[config.mk]
export PLATFORM = sky130hd
export DESIGN_NAME = mot_ctrl
export DESIGN_NICKNAME = d
export VERILOG_FILES = /design/src/design/mot_pkg.sv /design/src/design/mot_ctrl.sv
export SDC_FILE = /design/constraint.sdc
export NUM_CORES = 1
export LEC_CHECK = 0
export BUFFER_PORTS_ARGS = -buffer_cell sky130_fd_sc_hd__buf_2
export CORE_AREA = 4 4 41 43
export DETAILED_ROUTE_END_ITERATION = 12
export DIE_AREA = 0 0 45 47
export PLACE_DENSITY_LB_ADDON = 0.12
export SLEW_MARGIN = 5
export SYNTH_ARGS = -nofsm -noshare
export SYNTH_HDL_FRONTEND = slang
export SYNTH_SLANG_ARGS = --single-unit
[constraint.sdc]
create_clock -name clock -period 1.03 [get_ports clock]
set_input_delay 0.103 -clock clock [delete_from_list [all_inputs] [get_ports clock]]
set_output_delay 0.103 -clock clock [all_outputs]
set_load 0.02 [all_outputs]
[src/design/mot_pkg.sv]
package mot_pkg;

   // Default sizes handed to the top-level parameters
   localparam int MAX_DIM_DEF   = 16;
   localparam int ELEM_BITS_DEF = 32;

   // Fixed field widths
   localparam int CFG_W     = 5;
   localparam int CSR_IDX_W = 1;
   localparam int ORIENT_W  = 3;
   localparam int VALUE_W   = 32;
   localparam int POS_W     = 4;
   localparam int SIZE_W    = 5;

   // Orientation codes whose transform swaps height and width (1, 3, 4, 6)
   localparam logic [7:0] SWAP_CODES = 8'h5A;

   // Configuration register indexes
   localparam logic [CSR_IDX_W-1:0] CSR_NUM_ROWS = 1'b0;
   localparam logic [CSR_IDX_W-1:0] CSR_NUM_COLS = 1'b1;

   // Request kinds
   typedef enum logic [1:0] {
      REQ_LOAD    = 2'd0,
      REQ_OP      = 2'd1,
      REQ_READ    = 2'd2,
      REQ_RESTART = 2'd3
   } req_kind_type;

   // D4 orientation codes as folded by rotate and flip transactions
   typedef enum logic [ORIENT_W-1:0] {
      OR_IDENT,
      OR_ROT_CW,
      OR_ROT_HALF,
      OR_ROT_CCW,
      OR_TRANSPOSE,
      OR_MIRROR_COLS,
      OR_ANTI_TRANSPOSE,
      OR_MIRROR_ROWS
   } orient_code_type;

   typedef struct packed {
      req_kind_type              req_type;
      logic signed [VALUE_W-1:0] elem_value;
      logic                      op_is_flip;
   } req_payload_type;

   typedef struct packed {
      logic signed [VALUE_W-1:0] out_value;
      logic [POS_W-1:0]          out_row;
      logic [POS_W-1:0]          out_col;
      logic                      row_end;
      logic                      matrix_end;
      logic [SIZE_W-1:0]         out_height;
      logic [SIZE_W-1:0]         out_width;
   } rsp_payload_type;

   // Controller states
   typedef enum logic {
      ST_IDLE,
      ST_FETCH
   } ctrl_state_type;

   // Commands from controller to datapath
   typedef struct packed {
      logic load_en;
      logic op_en;
      logic restart_en;
      logic read_en;
      logic rsp_load;
   } ctrl_cmd_type;

endpackage

[src/design/mot_ctrl.sv]
module mot_ctrl (
   input  logic                  clock,
   input  logic                  reset,
   input  logic                  req_valid,
   input  mot_pkg::req_kind_type req_type,
   output logic                  req_ready,
   input  logic                  rsp_ready,
   input  logic                  out_full,
   output mot_pkg::ctrl_cmd_type cmd
);
   import mot_pkg::*;

   ctrl_state_type state_ff;
   ctrl_state_type state_in;

   // State register
   always_ff @(posedge clock) begin
      if (reset) begin
         state_ff <= ST_IDLE;
      end else begin
         state_ff <= state_in;
      end
   end

   // Next state: a read waits in ST_FETCH for a free output
   always_comb begin
      state_in = state_ff;
      case (state_ff)
         ST_IDLE: begin
            if (req_valid && req_type == REQ_READ) begin
               state_in = ST_FETCH;
            end
         end
         ST_FETCH: begin
            if (!out_full || rsp_ready) begin
               state_in = ST_IDLE;
            end
         end
         default: state_in = ST_IDLE;
      endcase
   end

   // Outputs
   always_comb begin
      req_ready = 1'b0;
      cmd       = '0;
      case (state_ff)
         ST_IDLE: begin
            req_ready = 1'b1;
            if (req_valid) begin
               case (req_type)
                  REQ_LOAD:    cmd.load_en    = 1'b1;
                  REQ_OP:      cmd.op_en      = 1'b1;
                  REQ_READ:    cmd.read_en    = 1'b1;
                  REQ_RESTART: cmd.restart_en = 1'b1;
                  default:     cmd            = '0;
               endcase
            end
         end
         ST_FETCH: begin
            cmd.rsp_load = !out_full || rsp_ready;
         end
         default: begin
            req_ready = 1'b0;
         end
      endcase
   end

endmodule

# Word level (Yosys, flattened, before mapping)
# Cells that the tools add are included.
[word_totals] elab_cells=20 input_bits=7 out_inout_bits=6 register_bits=1
[op_classes] bitwise_logic=1 n_eq_ne=3 n_reduce_logical=4 n_mux=11
[op_table] cell="1-bit two-way mux" count=7
[op_table] cell="5-bit two-way mux" count=1
[op_table] cell="2-bit == test (second input constant)" count=2
[op_table] cell="4-bit two-way mux" count=1
[op_table] cell="1-bit case mux with 2 select lines" count=2
[op_table] cell="2-bit by 1-bit == test with 1-bit output (second input constant)" count=1
[op_table] cell="2-bit logical NOT" count=1
[op_table] cell="1-bit logical AND" count=1
[op_table] cell="1-bit logical NOT" count=1
[op_table] cell="1-bit logical OR" count=1
[op_table] cell="1-bit NOT" count=1

# Depth between registers and ports, before layout
[logic_depth] word_depth=4 mapped_depth=2 ltp_nobuf=2

# Worst setup path before layout
# Ideal clock, no wire load.
[synth_path] kind="register to output" from="reg state_ff" to="out cmd[4] in the netlist's numbering" required_ps=927 stages_incl_launch_ff=2 t_arrival_ps=1097 slack_ps=-170 path_buffers=0 path_cell_list="dfxtp_1 -> nor4b_1"
[synth_rtl] element="start, declared" line_no="mot_ctrl.sv:13" source="ctrl_state_type state_ff;"
[synth_rtl] element="start signal, assigned" line_no="mot_ctrl.sv:21" source="state_ff <= state_in;"
[synth_rtl] element="end, declared" line_no="mot_ctrl.sv:9" source="output mot_pkg::ctrl_cmd_type cmd"

==> metrics <==
CP max-delay cell=dfxtp_1; Power Density=just over 500 nW/um^2; placed cell area=roughly 180 sq um; status=finished clean; gr usage total=between 2 and 3%; setup tns final=0 ns; largest reg by FF count=state_ff; initial antenna violation count=0; Worst Skew=0 ns; CP delay by family, top=flip-flops; GP Congestion=0.645; mean post-synth cell area=~9.5 sq um; layout net count=31; Setup crit end kind=primary output; clock-pin slew on the worst setup and hold paths=0 ns; Regs by FF count=state_ff: 1 flops; DR pass1 iterations=1; Die W=approximately 45 microns; final hold violation count=0; Max-Slew Margin vs Limit=between 80% and 90%; PostCTS Resize Cnt=0; HP Class=in2reg; Arr. time, crit path=between 0.7 and 0.8 ns; gate count after technology mapping=10; worst path bufs/invs=1; WL/cell=8.73 microns; post-synth top area cell=dfxtp_1; largest cells by area after synthesis=dfxtp_1 21%, and4bb_1 13%, and4bb_2 13%, and3b_2 11%, o21ba_1 11%; overflow left after global routing=0; layout cell share with drive strength beyond 1=between 60% and 70%; synth unique cells=9; # IOs=13; via count=roughly 130; Synth Area in Compound Gates=between 10% and 20%; via/cell ratio=3.38; final setup margin=around 0.15 ns; die height=roughly 47 microns; Final Critical Period=about 0.88 ns; Leakage Power=between 0.0001 and 0.00015 uW; CTS Hold Bufs=0; Clk Latency, worst-skew pair=0 ns; Max Fclk=between 1000 and 1500 MHz; share of the synthesized area in the top cell type=a little over a fifth; 1st-iter DRT viols=0; sequential cell area fraction in the yosys report=a little over a fifth; measured slew at the worst slew-check pin=approximately 0.18 ns; worst-path maximum fanout=5; Final Cell Area=about 180 sq um; cell row count=13; Adder-Cell Fraction of Synth Area=0%; Post-Synth Simple-Gate Area=55.3%; Post-Place Worst Slack=0.132 ns; final worst-path cycle share=a little under nine tenths; multiplexer area fraction after synthesis=0%; core area=around 1300 sq um; largest family of logic cells by synthesized area=simple AND/OR/NAND/NOR gates; diode count=0; setup bufs post-CTS=0; DRT antenna net count=0; worst endpoint required time=0.93 ns; # setup viols final=0; RSZ-0062 raised after global routing=no; IO buf count=12; CP cell instances=nor4b_2 -> buf_2; Residual DRC=0; CP Class=reg2out; first-pass GRT wire length=496 microns; CP peak stage delay=0.32 ns; Yosys Warn Count=0; synthesized cell area=approximately 95 sq um; max-cap check violation count=0; xor/xnor share of the synthesized area=0%; Die ar.=about 2100 sq um; area grow syn2layout=89.5%; Max Slew Vio Count=0; largest net degree at the start of global routing=6; vias in the first global route=about 110; final wirelength=323 microns; max reg flops=1; Seq cells post-synth=1; element type at the critical path start=flop; post-synth net total=17; peak supply drop=0.208 mV; Starting Density=under 10%
[Yosys cell counts (all sizes together)]
library cell,count
dfxtp,1
o21ba,1
nor4b,1
and3b,1
inv,2
and4bb,2
a21oi,1
and4,1
[per-layer routing]
layer	up-vias	global-route usage [%]	part of all wire, %
li1	63	-	-
met5	-	0	0
met4	0	0	0
met1	49	5.42	52
met3	0	1.92	26
met2	13	2.26	22
[cells by family (layout without fill, tap and decap cells)]
logic type	Yosys count	in the layout
flops	1	1
compound gates	2	2
simple gates	5	5
buf+inv	2	14
[worst paths after layout]
path | startpoint | to | slack [ns] | cells past startpoint
worst min register to register | state_ff | state_ff | 0.71 | 2
worst min-delay path | reset | state_ff | 0.37 | 2
worst max register to register | state_ff | state_ff | 0.15 | 2
worst max-delay path | state_ff | cmd[4] | 0.15 | 2
[metrics by stage]
stage                     std cells  utilization [%]  hold WS [ns]  total power (uW)
after floorplan                  10                -         0.259              66.1
after global placement           37             13.8         0.384              91.0
after detailed placement         37             13.8         0.371              91.2
after CTS                        37             13.8         0.371              91.3
after global routing             37             13.8         0.380              94.9
final                            37             13.8         0.372              90.6
[cells in the final DEF, fill, tap and decap left out]
| cell | count |
|---|---|
| and3b_2 | 1 |
| and4bb_1 | 1 |
| dfxtp_1 | 1 |
| inv_1 | 2 |
| and4_1 | 1 |
| o21ba_1 | 1 |
| nor4b_2 | 1 |
| a21oi_1 | 1 |
| buf_2 | 12 |
| and4bb_2 | 1 |
[area by class of cell]
class                   instances  area [sq um]
inverters                       2          7.51
flip-flops and latches          1          20.0
well taps                      15          18.8
repair buffers                 12          60.1
fillers                       160          1120
multi-input cells               7          73.8
[power by group]
group	switching (uW)	leakage, uW	internal (uW)	total, uW
clock network	0	0	0	0
registers	1.41	0.00000814	40.8	42.2
logic	25.4	0.0000957	22.9	48.3
No activity file was read; power rests on OpenSTA's default activity.
